File: src/bbm_pkg.sv
// ----------------------------------------------------------------------------
// bbm_pkg
// Shared types, codes and helpers for the backplane bus master sequencer.
// ----------------------------------------------------------------------------
package bbm_pkg;

    // full width of the slot bit vectors
    localparam int MaskW = 8;

    // sequencer states, codes as seen on state_code
    typedef enum logic [3:0] {
        ST_INIT        = 4'd0,
        ST_IDLE        = 4'd1,
        ST_ENUM        = 4'd2,
        ST_SEND_QUERY  = 4'd3,
        ST_WAIT_ANSWER = 4'd4,
        ST_TIMEOUT     = 4'd5,
        ST_SEND_ENQ    = 4'd6,
        ST_WAIT_ENQ    = 4'd7,
        ST_ACK         = 4'd8,
        ST_LISTEN      = 4'd9,
        ST_ERROR       = 4'd10
    } fsm_state_t;

    // message kinds sent to a card
    typedef enum logic [1:0] {
        KIND_NONE       = 2'd0,
        KIND_IRQ_INQ    = 2'd1,
        KIND_ACK        = 2'd2,
        KIND_ENUM_QUERY = 2'd3
    } send_kind_t;

    // one sampled tick of the bus interface
    typedef struct packed {
        logic        bus_requested;
        logic [7:0]  irq_pending;
        logic [7:0]  slots_occupied;
        logic        msg_valid;
        logic        msg_is_enum_answer;
        logic [2:0]  msg_dest_slot;
        logic [31:0] now_ticks;
    } bbm_tick_t;

    // one result of a tick
    typedef struct packed {
        logic [7:0]  select_mask;
        logic        select_update;
        send_kind_t  send_kind;
        logic [2:0]  send_slot;
        logic        msg_consume;
        fsm_state_t  state_code;
        logic [15:0] bus_errors;
        logic [7:0]  enumerated_mask;
    } bbm_result_t;

    // sequencer context carried from tick to tick
    typedef struct packed {
        fsm_state_t  fsm_state;
        logic [3:0]  enum_slot;
        logic [15:0] error_count;
        logic [2:0]  requester_slot;
        logic [2:0]  dest_slot;
        logic [31:0] wait_start;
        logic [7:0]  populated_mask;
        logic [7:0]  answered_mask;
        logic [7:0]  select_mask;
    } bbm_ctx_t;

    // one-hot select bit of a slot, limited to the slots on the backplane
    function automatic logic [MaskW-1:0] slot_bit(input logic [2:0] slot,
                                                   input logic [MaskW-1:0] mask);
        logic [MaskW-1:0] onehot;
        onehot = MaskW'(1) << slot;
        return onehot & mask;
    endfunction

endpackage

File: src/backplane_bus_master_fsm.sv
// ----------------------------------------------------------------------------
// backplane_bus_master_fsm
// Backplane bus master: slot enumeration and bus request arbitration.
// ----------------------------------------------------------------------------
// A tick is held in the input register, its result in the result register.
// Throughput: one tick per cycle while m_tready allows; the input register
// can still take one tick while a result waits, then input stalls until m_tready.
// Reset (aresetn low, synchronous): sequencer back to init with cleared
// counters and masks, timeout_ticks back to 100, both stages empty.
module backplane_bus_master_fsm #(
    parameter int NUM_SLOTS = 8
) (
    input  logic        aclk,
    input  logic        aresetn,
    // configuration: timeout_ticks
    input  logic        cfg_wr_en,
    input  logic [31:0] cfg_wr_data,
    // input ticks
    input  logic        s_tvalid,
    output logic        s_tready,
    // [0] bus_requested, [8:1] irq_pending, [16:9] slots_occupied,
    // [17] msg_valid, [18] msg_is_enum_answer, [21:19] msg_dest_slot,
    // [53:22] now_ticks, [55:54] zero
    input  logic [55:0] s_tdata,
    // results
    output logic        m_tvalid,
    input  logic        m_tready,
    // [7:0] select_mask, [8] select_update, [10:9] send_kind,
    // [13:11] send_slot, [14] msg_consume, [18:15] state_code,
    // [34:19] bus_errors, [42:35] enumerated_mask, [47:43] zero
    output logic [47:0] m_tdata
);

    logic                  in_valid_reg;
    bbm_pkg::bbm_tick_t    in_tick_reg;
    logic                  out_valid_reg;
    bbm_pkg::bbm_result_t  out_result_reg;
    bbm_pkg::bbm_ctx_t     ctx_reg;
    bbm_pkg::bbm_ctx_t     ctx_next;
    bbm_pkg::bbm_result_t  step_result;
    bbm_pkg::bbm_tick_t    s_tick;
    logic [31:0]           timeout_reg;
    logic                  advance;
    logic                  in_take;

    // unpack the input transfer
    assign s_tick.bus_requested      = s_tdata[0];
    assign s_tick.irq_pending        = s_tdata[8:1];
    assign s_tick.slots_occupied     = s_tdata[16:9];
    assign s_tick.msg_valid          = s_tdata[17];
    assign s_tick.msg_is_enum_answer = s_tdata[18];
    assign s_tick.msg_dest_slot      = s_tdata[21:19];
    assign s_tick.now_ticks          = s_tdata[53:22];

    // handshake: move the held tick on when the result register frees up
    assign advance  = in_valid_reg && (!out_valid_reg || m_tready);
    assign s_tready = !in_valid_reg || advance;
    assign in_take  = s_tvalid && s_tready;

    // timeout register
    always_ff @(posedge aclk) begin
        if (!aresetn) begin
            timeout_reg <= 32'd100;
        end else if (cfg_wr_en) begin
            timeout_reg <= cfg_wr_data;
        end
    end

    // input stage
    always_ff @(posedge aclk) begin
        if (!aresetn) begin
            in_valid_reg <= 1'b0;
        end else if (s_tready) begin
            in_valid_reg <= s_tvalid;
        end
    end

    always_ff @(posedge aclk) begin
        if (in_take) begin
            in_tick_reg <= s_tick;
        end
    end

    // sequencer logic for the held tick
    bbm_step #(
        .NUM_SLOTS (NUM_SLOTS)
    ) u_step (
        .ctx           (ctx_reg),
        .tick          (in_tick_reg),
        .timeout_ticks (timeout_reg),
        .ctx_next      (ctx_next),
        .result        (step_result)
    );

    // sequencer context, init state is code zero
    always_ff @(posedge aclk) begin
        if (!aresetn) begin
            ctx_reg <= '0;
        end else if (advance) begin
            ctx_reg <= ctx_next;
        end
    end

    // result stage
    always_ff @(posedge aclk) begin
        if (!aresetn) begin
            out_valid_reg <= 1'b0;
        end else if (advance) begin
            out_valid_reg <= 1'b1;
        end else if (m_tready) begin
            out_valid_reg <= 1'b0;
        end
    end

    always_ff @(posedge aclk) begin
        if (advance) begin
            out_result_reg <= step_result;
        end
    end

    // pack the result transfer
    assign m_tvalid = out_valid_reg;
    assign m_tdata  = {5'd0,
                       out_result_reg.enumerated_mask,
                       out_result_reg.bus_errors,
                       out_result_reg.state_code,
                       out_result_reg.msg_consume,
                       out_result_reg.send_slot,
                       out_result_reg.send_kind,
                       out_result_reg.select_update,
                       out_result_reg.select_mask};

endmodule

File: src/bbm_step.sv
// ----------------------------------------------------------------------------
// bbm_step
// Next-state and result logic of the sequencer for one tick.
// ----------------------------------------------------------------------------
module bbm_step #(
    parameter int NUM_SLOTS = 8
) (
    input  bbm_pkg::bbm_ctx_t    ctx,
    input  bbm_pkg::bbm_tick_t   tick,
    input  logic [31:0]          timeout_ticks,
    output bbm_pkg::bbm_ctx_t    ctx_next,
    output bbm_pkg::bbm_result_t result
);

    localparam logic [bbm_pkg::MaskW-1:0] SlotMask =
        bbm_pkg::MaskW'((1 << NUM_SLOTS) - 1);
    localparam logic [3:0] LastSlot = 4'(NUM_SLOTS);

    logic [31:0] deadline;
    logic        timed_out;
    logic        irq_found;
    logic [2:0]  irq_slot;
    logic [2:0]  cur_slot;

    // answer deadline, wraps at 32 bits
    assign deadline  = ctx.wait_start + timeout_ticks;
    assign timed_out = deadline < tick.now_ticks;
    assign cur_slot  = ctx.enum_slot[2:0];

    // lowest pending irq slot at or above 1
    always_comb begin
        irq_found = 1'b0;
        irq_slot  = 3'd0;
        for (int i = NUM_SLOTS - 1; i >= 1; i--) begin
            if (tick.irq_pending[i]) begin
                irq_found = 1'b1;
                irq_slot  = 3'(i);
            end
        end
    end

    // state transition and message generation
    always_comb begin
        ctx_next             = ctx;
        result.select_update = 1'b0;
        result.send_kind     = bbm_pkg::KIND_NONE;
        result.send_slot     = 3'd0;
        result.msg_consume   = 1'b0;

        case (ctx.fsm_state)
            bbm_pkg::ST_INIT: begin
                ctx_next.fsm_state = bbm_pkg::ST_ENUM;
            end
            bbm_pkg::ST_IDLE: begin
                if (tick.bus_requested) begin
                    ctx_next.fsm_state = bbm_pkg::ST_SEND_ENQ;
                end
            end
            bbm_pkg::ST_ENUM: begin
                ctx_next.populated_mask = tick.slots_occupied & SlotMask;
                ctx_next.enum_slot      = 4'd1;
                ctx_next.fsm_state      = bbm_pkg::ST_SEND_QUERY;
            end
            bbm_pkg::ST_SEND_QUERY: begin
                if (ctx.enum_slot >= LastSlot) begin
                    ctx_next.fsm_state = bbm_pkg::ST_IDLE;
                end else if ((ctx.populated_mask &
                              bbm_pkg::slot_bit(cur_slot, SlotMask)) == '0) begin
                    ctx_next.enum_slot = ctx.enum_slot + 4'd1;
                end else begin
                    ctx_next.select_mask = bbm_pkg::slot_bit(cur_slot, SlotMask);
                    result.select_update = 1'b1;
                    result.send_kind     = bbm_pkg::KIND_ENUM_QUERY;
                    result.send_slot     = cur_slot;
                    ctx_next.wait_start  = tick.now_ticks;
                    ctx_next.fsm_state   = bbm_pkg::ST_WAIT_ANSWER;
                end
            end
            bbm_pkg::ST_WAIT_ANSWER: begin
                if (timed_out) begin
                    ctx_next.fsm_state = bbm_pkg::ST_TIMEOUT;
                end else if (tick.msg_valid) begin
                    result.msg_consume = 1'b1;
                    if (!tick.msg_is_enum_answer) begin
                        // wrong reply type, keep waiting
                        ctx_next.error_count = ctx.error_count + 16'd1;
                    end else begin
                        ctx_next.answered_mask = ctx.answered_mask |
                            bbm_pkg::slot_bit(cur_slot, SlotMask);
                        ctx_next.enum_slot = ctx.enum_slot + 4'd1;
                        ctx_next.fsm_state = bbm_pkg::ST_SEND_QUERY;
                    end
                end
            end
            bbm_pkg::ST_TIMEOUT: begin
                ctx_next.error_count = ctx.error_count + 16'd1;
                ctx_next.enum_slot   = ctx.enum_slot + 4'd1;
                ctx_next.fsm_state   = bbm_pkg::ST_SEND_QUERY;
            end
            bbm_pkg::ST_SEND_ENQ: begin
                if (irq_found) begin
                    ctx_next.requester_slot = irq_slot;
                    ctx_next.select_mask    = bbm_pkg::slot_bit(irq_slot, SlotMask);
                    result.select_update    = 1'b1;
                    result.send_kind        = bbm_pkg::KIND_IRQ_INQ;
                    ctx_next.fsm_state      = bbm_pkg::ST_WAIT_ENQ;
                end else begin
                    ctx_next.fsm_state = bbm_pkg::ST_IDLE;
                end
            end
            bbm_pkg::ST_WAIT_ENQ: begin
                if (tick.msg_valid) begin
                    ctx_next.dest_slot = tick.msg_dest_slot;
                    result.msg_consume = 1'b1;
                    ctx_next.fsm_state = bbm_pkg::ST_ACK;
                end
            end
            bbm_pkg::ST_ACK: begin
                result.send_kind     = bbm_pkg::KIND_ACK;
                ctx_next.select_mask = bbm_pkg::slot_bit(ctx.dest_slot, SlotMask) |
                                       bbm_pkg::slot_bit(ctx.requester_slot, SlotMask);
                result.select_update = 1'b1;
                ctx_next.fsm_state   = bbm_pkg::ST_LISTEN;
            end
            bbm_pkg::ST_LISTEN: begin
                if (tick.msg_valid) begin
                    ctx_next.select_mask = '0;
                    result.select_update = 1'b1;
                    result.msg_consume   = 1'b1;
                    ctx_next.fsm_state   = bbm_pkg::ST_IDLE;
                end
            end
            default: begin
                ctx_next.fsm_state = bbm_pkg::ST_ERROR;
            end
        endcase

        result.select_mask     = ctx_next.select_mask;
        result.state_code      = ctx_next.fsm_state;
        result.bus_errors      = ctx_next.error_count;
        result.enumerated_mask = ctx_next.answered_mask;
    end

endmodule

File: config.mk
export PLATFORM = sky130hd
export DESIGN_NAME = backplane_bus_master_fsm
export DESIGN_NICKNAME = d
export VERILOG_FILES = /design/src/bbm_pkg.sv /design/src/backplane_bus_master_fsm.sv /design/src/bbm_step.sv
export SDC_FILE = /design/constraint.sdc
export NUM_CORES = 1
export LEC_CHECK = 0
export BUFFER_PORTS_ARGS = -buffer_cell sky130_fd_sc_hd__buf_2
export CORE_ASPECT_RATIO = 2
export CORE_MARGIN = 10
export CORE_UTILIZATION = 45
export CTS_BUF_LIST = sky130_fd_sc_hd__clkbuf_4 sky130_fd_sc_hd__clkbuf_8 sky130_fd_sc_hd__clkbuf_16
export CTS_CLUSTER_DIAMETER = 150
export CTS_CLUSTER_SIZE = 16
export DETAILED_ROUTE_END_ITERATION = 6
export GPL_TIMING_DRIVEN = 0
export SLEW_MARGIN = 20
export SYNTH_ARGS = -nofsm -noshare
export SYNTH_HDL_FRONTEND = slang
export SYNTH_SLANG_ARGS = --single-unit
File: constraint.sdc
create_clock -name aclk -period 6.35 [get_ports aclk]
set_clock_uncertainty 0.1 [all_clocks]
set_input_delay 1.27 -clock aclk [delete_from_list [all_inputs] [get_ports aclk]]
set_output_delay 1.27 -clock aclk [all_outputs]
set_load 0.01 [all_outputs]
# Yosys cells after proc, flatten, opt, wreduce, memory -nomap -nowiden
# Cells that the tools add are included.
# totals
reg_bits,217
in_bits,93
wordCells,123
# op_classes
addsub,3
order_cmp,2
eq_ne,14
shift,4
muxes,49
n_bitwise,6
reduce_logical,18
# ops
cell,n
$mux W8,9
$pmux W4 S9,1
$add A32 B32 Y32,1
$lt A32 B32 Y1,1
$mux W4,8
$pmux W16 S2,1
$pmux W8 S4,1
$shl A1 B3 Y8 const A,4
$mux W3,9
$mux W24,1
$mux W20,1
$add A16 B1 Y16 const B,1
$eq A4 B3 Y1 const B,4
$mux W16,1
$or A8 B8 Y8,2
$pmux W4 S4,1
$mux W6,2
$mux W1,11
$and A8 B8 Y8,1
$eq A4 B2 Y1 const B,2
$eq A4 B4 Y1 const B,2
$logic_not A8 Y1,1
$ne A2 B2 Y1 const B,4
$reduce_and A7 Y1,1
other kinds (19),26

# Longest topological paths before layout
# Gate-level depths: netlist of the first run.
# logic_depth
depth_word,10
ltp_mapped,23

# Cells and area by module
# From an unflattened synthesis of the first run, not the netlist that was laid out.
# unflattened
hier_cells,1275
hier_area_um2,12191.7
# by_module_without_submodules
module,n_inst,cells_per_inst,area_per_inst_um2,seq_area_each_um2
backplane_bus_master_fsm,1,589,7653.6,5315.1
bbm_step,1,686,4538.1,0.0

# Worst setup path before layout of the first run
# Ideal clock, no wire load.
# synth_timing
kind,register -> register
from,register ctx_reg[24] (netlist bit)
to,"register out_result_reg, in the netlist m_tdata[20], data pin"
setup_ns,0.262
t_arrival_ns,4.458
setup_slack_ns,1.530
stages_incl_launch_ff,22
path_buffers,0
synth_period_minus_slack_ns,4.820
path_cell_list,dfxtp_1 ha_1 inv_1 fa_1 nor2b_1 o31a_1 o31ai_1 nand3b_1 a31o_2 a221oi_4 nand4_1 a311o_1 o211ai_1 ha_1 a21o_1 a21o_1 a211o_1 a211o_1 a21oi_2 o31ai_2 nand2_2 mux2_1
# synth_lines
item,line_no,source
from (decl),backplane_bus_master_fsm.sv:38,bbm_pkg::bbm_ctx_t ctx_reg;
from (signal assigned),backplane_bus_master_fsm.sv:100,ctx_reg <= ctx_next;
to (signal assigned),backplane_bus_master_fsm.sv:117,out_result_reg <= step_result;
to (decl),backplane_bus_master_fsm.sv:37,bbm_pkg::bbm_result_t out_result_reg;

==> impl_results.md, run 1 <==
- Reg clk slew, reported paths: 0.08 ns
- Post-synthesis register bit count: 216
- Wirelength per Cell: 19.1 µm
- Setup Viol. Count Final: 0
- CTS Sinks: 216
- CP Max Fanout: 8
- Nets: 1,473
- Worst-Margin Slew: 1.13 ns
- Antenna Cells: 0
- Max Cap Violations: 0
- Buf/Inv on CP: 0
- Worst VDD drop: 0.214 mV
- Worst Setup Path Type: reg -> reg
- TritonCTS buffer count: 17
- Post-Place Setup Slack: 0.639 ns
- IO Port Bufs: 133
- DIE WIDTH: 131 µm
- Setup bufs post-CTS: 0
- H-tree levels: 1
- Worst-path cell with the longest stage delay: o311ai_1
- Kind of start point of the critical path: flop
- Most frequent cell after synthesis: nand2_1
- Layout Utilization: 52.3%
- Status: complete, no violations
- FP Rows: 81
- Worst path max stage delay: 0.59 ns
- Post-CTS Hold Buffers: 0
- Number of nets with antenna violations after routing: 0
- Full die area: 0.0318 mm²
- Vias per cell: 5.45
- Crit end category: flop
- Fin. Hold Viols: 0
- First-pass GRT wire length: 49.0 mm
- CP most frequent cell: a21o_1
- Setup ws final: 0.569 ns
- Synth-to-Final Area Change: 15.1%
- DP Wirelength: 25.0 mm
- Busiest grt layer: met2
- CTS tree: built
- Vias: 9,006
- Synth unique cells: 78
- RD Place Congestion: 0.961
- Met2 Usage GRT: 39.5%
- Starting Density: 45.5%
- Initial DRT Pass Iterations: 5
- Slew Viols, Final: 0
- CP cell instances: ha_1, a21oi_1, a21boi_1, o311ai_1, a41oi_1, o41ai_2, nor2_1, o21a_1, nor2_1, xnor2_1, ha_1, a21o_1, a21o_1, a21o_1, a211o_1, a211o_1, a21oi_2, o31ai_2, nand2_2, mux2_1
- Worst rel slew slack: 25.0%
- Warnings from Yosys: 0
- Post-synth top cells: nand2_1 (139), nor2_1 (122), dfxtp_1 (120), edfxtp_1 (96), a21oi_1 (81)
- Post-route clock period utilization: 91.0%
- Residual DRC count: 0
- Antenna violations before repair: 0
- Hold WC Path Type: reg -> reg
- Critical Path RT: 6.49 ns
- Core area: 0.0244 mm²
- Share of cells above drive strength 1: 14.5%
- Mapped Avg Cell Area: 9.65 µm²
- CP Data Arrival Time: 5.93 ns
- Number of global-route vias before repair: 9,312
- GRT Overall Usage: 19.3%
- Ys flop type: dfxtp_1
- Skew-Pair Late Insertion Delay: 0.51 ns
- Max Freq: 0.173 GHz
- P per Cell Area: 226 mW/mm²
- Leak pwr: 0.00548 µW
- Post-CTS sizing: 0
- Setup TNS Final: 0 ns
- Mapped Cells: 1,152
- Unrepaired setup endpoints after global routing: no
- Cell Area, Synth: 0.0111 mm²
- Area share of the largest cell type after synthesis: 25.9%
- Grt met1 use: 16.9%
- CTS max path bufs: 3
- GR Util met3: 2.87%
- IO Pins: 143
- Sequential area share after synthesis: 47.6%
- Main area contributors after synthesis: edfxtp_1 (26%), dfxtp_1 (22%), ha_1 (7.8%)
- GRT Residual Overflow: 0
- Number of enable-type register cells in the synthesized netlist: 96
- Die Ht: 242 µm
- Reg-to-reg slack, setup: 0.57 ns
- Clk root buf: clkbuf_16
- CP delay by family, top: compound AO/OA/AOI/OAI gates
- Leading area contributor after synthesis: edfxtp_1
- Max FFs per register: 86
- Final min period: 5.78 ns
- Post-synth ARST share: 0%
- Largest net degree at the start of global routing: 51
- Total routed wirelength: 31.5 mm
- Initial DRC count: 456
-- power breakdown --
part	switching, µW	internal (µW)
Clock	494	556
Combinational	191	115
Sequential	28.1	1500
Total	713	2170
-- worst reg2reg max path, delay by kind of cell, from the launching register on --
family / cells / cell delay [ns]
xor+xnor: 1 / 0.14
simple gates: 3 / 0.48
flops: 1 / 0.32
mux: 1 / 0.35
fa+ha+maj: 2 / 0.65
compound gates: 13 / 3.49
-- per-layer routing --
layer	routed length, µm	up-vias
met1	10500	4263
met5	0	-
met2	18200	225
met3	1240	80
met4	1550	0
li1	-	4438
-- kinds of logic (layout without fill, tap and decap cells) --
kind of cell / Yosys count / after routing / share of synthesized area, %
DFF: 216 / 216 / 47.6
and+or+nand+nor: 404 / 404 / 16.7
AOI/OAI and AO/OA: 253 / 253 / 15.6
other: 1 / 5 / 0.0337
buffers and inverters: 113 / 278 / 4.03
adders and majority gates: 70 / 70 / 7.95
xor gates and xnor gates: 42 / 42 / 3.31
muxes: 53 / 53 / 4.79
-- path summary, 6_finish.rpt --
check,depth (start not counted),end,start
hold reg to reg,2,ctx_reg[5]$_SDFFE_PN0P_,ctx_reg[5]$_SDFFE_PN0P_
setup reg to reg,20,m_tdata[20]$_DFFE_PP_,ctx_reg[33]$_SDFFE_PN0P_
hold / removal,2,ctx_reg[5]$_SDFFE_PN0P_,ctx_reg[5]$_SDFFE_PN0P_
setup / recovery,20,m_tdata[20]$_DFFE_PP_,ctx_reg[33]$_SDFFE_PN0P_
-- final cells by class --
type,count,area (µm²)
buffer,56,235
timing repair buffer,135,713
sequential,216,5290
clock buffer,28,508
multi-input combinational,827,5400
inverter,57,214
fill,2304,11600
clock inverter,2,17.5
tap,332,415
-- cell usage in the layout (no fill, tap or decap), drive strengths merged, types with 5 or more instances in the layout --
cell type / n
a211oi: 6
a21o: 28
a21oi: 82
a22oi: 6
a31o: 6
a31oi: 12
and3: 12
and4: 6
buf: 152
clkbuf: 67
conb: 5
dfxtp: 120
edfxtp: 96
ha: 69
inv: 58
mux2i: 52
nand2: 140
nand2b: 19
nand3: 31
nand3b: 7
nand4: 9
nor2: 123
nor2b: 11
nor3: 24
o21a: 10
o21ai: 35
o21bai: 6
o311ai: 8
o31ai: 11
or3: 6
xnor2: 31
xor2: 11
-- metrics by stage --
stage                     cell area (µm²)  cells  power [µW]  hold slack, ns
after floorplan                     11100   1156        1750           0.334
after global placement              12200   1621        1870           0.341
after detailed placement            12300   1623        1870           0.348
after CTS                           12800   1653        2920           0.360
after global routing                12800   1653        3000           0.386
final                               12800   1653        2890           0.359
Note: power is estimated with default switching activity, not from simulation.
==> inputs of run 2 (changes only) <==
--- a/config.mk
+++ b/config.mk
@@ -8,12 +8,13 @@
 export BUFFER_PORTS_ARGS = -buffer_cell sky130_fd_sc_hd__buf_2
 export CORE_ASPECT_RATIO = 2
 export CORE_MARGIN = 10
-export CORE_UTILIZATION = 45
+export CORE_UTILIZATION = 48
 export CTS_BUF_LIST = sky130_fd_sc_hd__clkbuf_4 sky130_fd_sc_hd__clkbuf_8 sky130_fd_sc_hd__clkbuf_16
 export CTS_CLUSTER_DIAMETER = 150
-export CTS_CLUSTER_SIZE = 16
+export CTS_CLUSTER_SIZE = 10
 export DETAILED_ROUTE_END_ITERATION = 6
 export GPL_TIMING_DRIVEN = 0
+export PLACE_DENSITY = 0.7
 export SLEW_MARGIN = 20
 export SYNTH_ARGS = -nofsm -noshare
 export SYNTH_HDL_FRONTEND = slang
==> impl_results.md, run 2 (same netlist as run 1, synthesis figures left out) <==
- P per Cell Area: 247 mW/mm² (was 226 mW/mm²)
- Post-CTS Hold Buffers: 0 (unchanged)
- CP Data Arrival Time: 5.93 ns (about the same)
- Worst-Margin Slew: 0.920 ns (was 1.13 ns)
- Crit end category: flop (unchanged)
- Setup TNS Final: 0 ns (unchanged)
- Most frequent cells in the layout: nand2_1 (139), buf_2 (135), nor2_1 (122) (unchanged)
- Commonest non-fill, non-tap cell in the layout: nand2_1 (unchanged)
- Residual DRC count: 0 (unchanged)
- Wirelength per Cell: 19.2 µm (was 19.1 µm)
- Synth-to-Final Area Change: 16.5% (was 15.1%)
- Initial DRC count: 409 (was 456)
- DP Wirelength: 24.4 mm (was 25.0 mm)
- First-pass GRT wire length: 48.5 mm (was 49.0 mm)
- Hold WC Path Type: reg -> reg (unchanged)
- Non-Filler Instances: 1,614 (was 1,653)
- IO Port Bufs: 133 (unchanged)
- GRT Residual Overflow: 0 (unchanged)
- Vias per cell: 5.65 (was 5.45)
- IO Pins: 143 (unchanged)
- Reg clk slew, reported paths: 0.06 ns (was 0.08 ns)
- Number of global-route vias before repair: 9,404 (was 9,312)
- TritonCTS buffer count: 25 (was 17)
- Final Instance Area: 0.0129 mm² (was 0.0128 mm²)
- Post-CTS sizing: 0 (unchanged)
- Final min period: 5.76 ns (was 5.78 ns)
- Placement Cell Area: 0.0122 mm² (was 0.0123 mm²)
- Die Ht: 235 µm (was 242 µm)
- Antenna violations before repair: 1 (was 0)
- Share of cells above drive strength 1: 15.2% (was 14.5%)
- CP Max Fanout: 8 (unchanged)
- CTS Sinks: 216 (unchanged)
- Worst VDD drop: 0.224 mV (was 0.214 mV)
- Worst Setup Path Type: reg -> reg (unchanged)
- CTS tree: built (unchanged)
- Core area: 0.0227 mm² (was 0.0244 mm²)
- Number of nets with antenna violations after routing: 0 (unchanged)
- H-tree levels: 1 (unchanged)
- Nets: 1,480 (was 1,473)
- Kind of start point of the critical path: flop (unchanged)
- Post-route clock period utilization: 90.7% (was 91.0%)
- Total routed wirelength: 31.1 mm (was 31.5 mm)
- Max Cap Violations: 0 (unchanged)
- Slew Viols, Final: 0 (unchanged)
- Setup bufs post-CTS: 0 (unchanged)
- Skew-Pair Late Insertion Delay: 0.52 ns (was 0.51 ns)
- Clk root buf: clkbuf_16 (unchanged)
- Starting Density: 48.9% (was 45.5%)
- Max FFs per register: 86 (unchanged)
- Worst rel slew slack: 38.7% (was 25.0%)
- Unrepaired setup endpoints after global routing: no (unchanged)
- FP Rows: 78 (was 81)
- Largest net degree at the start of global routing: 54 (was 51)
- Max Freq: 0.174 GHz (was 0.173 GHz)
- GRT Overall Usage: 20.1% (was 19.3%)
- Full die area: 0.0300 mm² (was 0.0318 mm²)
- Setup Viol. Count Final: 0 (unchanged)
- Critical Path RT: 6.52 ns (was 6.49 ns)
- Fin. Hold Viols: 0 (unchanged)
- Post-placement cell count: 1,570 (was 1,623)
- Vias: 9,120 (was 9,006)
- RD Place Congestion: 0.953 (was 0.961)
- CTS max path bufs: 3 (unchanged)
- DIE WIDTH: 128 µm (was 131 µm)
- Leak pwr: 0.00560 µW (was 0.00548 µW)
- Initial DRT Pass Iterations: 5 (unchanged)
- Status: complete, no violations (unchanged)
run 2: cell count changes in the layout (fill, tap and decap cells not counted), sizes merged:
| cell | previous run | this run |
|---|---|---|
| diode | 0 | 1 |
| buf | 152 | 151 |
| inv | 58 | 56 |
| clkbuf | 67 | 82 |
run 2: layer usage:
metal | GRT usage [%] | up-vias | wire (µm)
met5 | 0 | - | 0
met4 | 12.6 | 0 | 1860
met3 | 3.67 | 104 | 1560
met2 | 39.2 | 260 | 17600
met1 | 18.0 | 4305 | 10100
li1 | - | 4451 | -
run 2: worst max-delay path: stages, from the launching register on:
cell,delay [ns]
dfxtp_1,0.31
ha_1,0.37
a21oi_1,0.25
a21boi_1,0.12
o311ai_1,0.58
a41oi_1,0.32
o41ai_2,0.35
nor2_1,0.11
o21a_1,0.18
nor2_1,0.11
xnor2_1,0.16
ha_1,0.28
a21o_1,0.16
a21o_1,0.16
a21o_1,0.18
a211o_1,0.33
a211o_1,0.33
a21oi_2,0.30
o31ai_2,0.18
nand2_2,0.25
mux2_1,0.35
run 2: final cells by class:
cell class,instances,area [µm²]
antenna,1,2.50
tap,280,350
fill,2096,9790
multi-input combinational,827,5400
sequential,216,5290
inverter,57,214
clock buffer,43,778
buffer,56,235
timing repair buffer,134,686
run 2: path summary, 6_finish.rpt:
check | cells past startpoint | start | slack [ns] | end
hold / removal | 2 | ctx_reg[24]$_SDFFE_PN0P_ | 0.36 | ctx_reg[24]$_SDFFE_PN0P_
setup / recovery | 20 | ctx_reg[33]$_SDFFE_PN0P_ | 0.59 | m_tdata[20]$_DFFE_PP_
setup reg to reg | 20 | ctx_reg[33]$_SDFFE_PN0P_ | 0.59 | m_tdata[20]$_DFFE_PP_
hold reg to reg | 2 | ctx_reg[24]$_SDFFE_PN0P_ | 0.36 | ctx_reg[24]$_SDFFE_PN0P_
run 2: per-stage QoR:
stage | hold slack (ns) | power [µW] | setup WS [ns] | util (%)
after floorplan | 0.334 | 1750 | 1.53 | -
after global placement | 0.342 | 1860 | 0.687 | 53.4
after detailed placement | 0.354 | 1870 | 0.669 | 53.5
after CTS | 0.362 | 3230 | 0.612 | 56.9
after global routing | 0.378 | 3320 | 0.328 | 56.9
final | 0.359 | 3200 | 0.590 | 56.9
run 2: power by group:
group / internal [µW] / switching [µW] / total [µW]
sequential: 1510 / 28.3 / 1540
clock: 827 / 536 / 1360
combinational: 113 / 189 / 302
total: 2450 / 753 / 3200
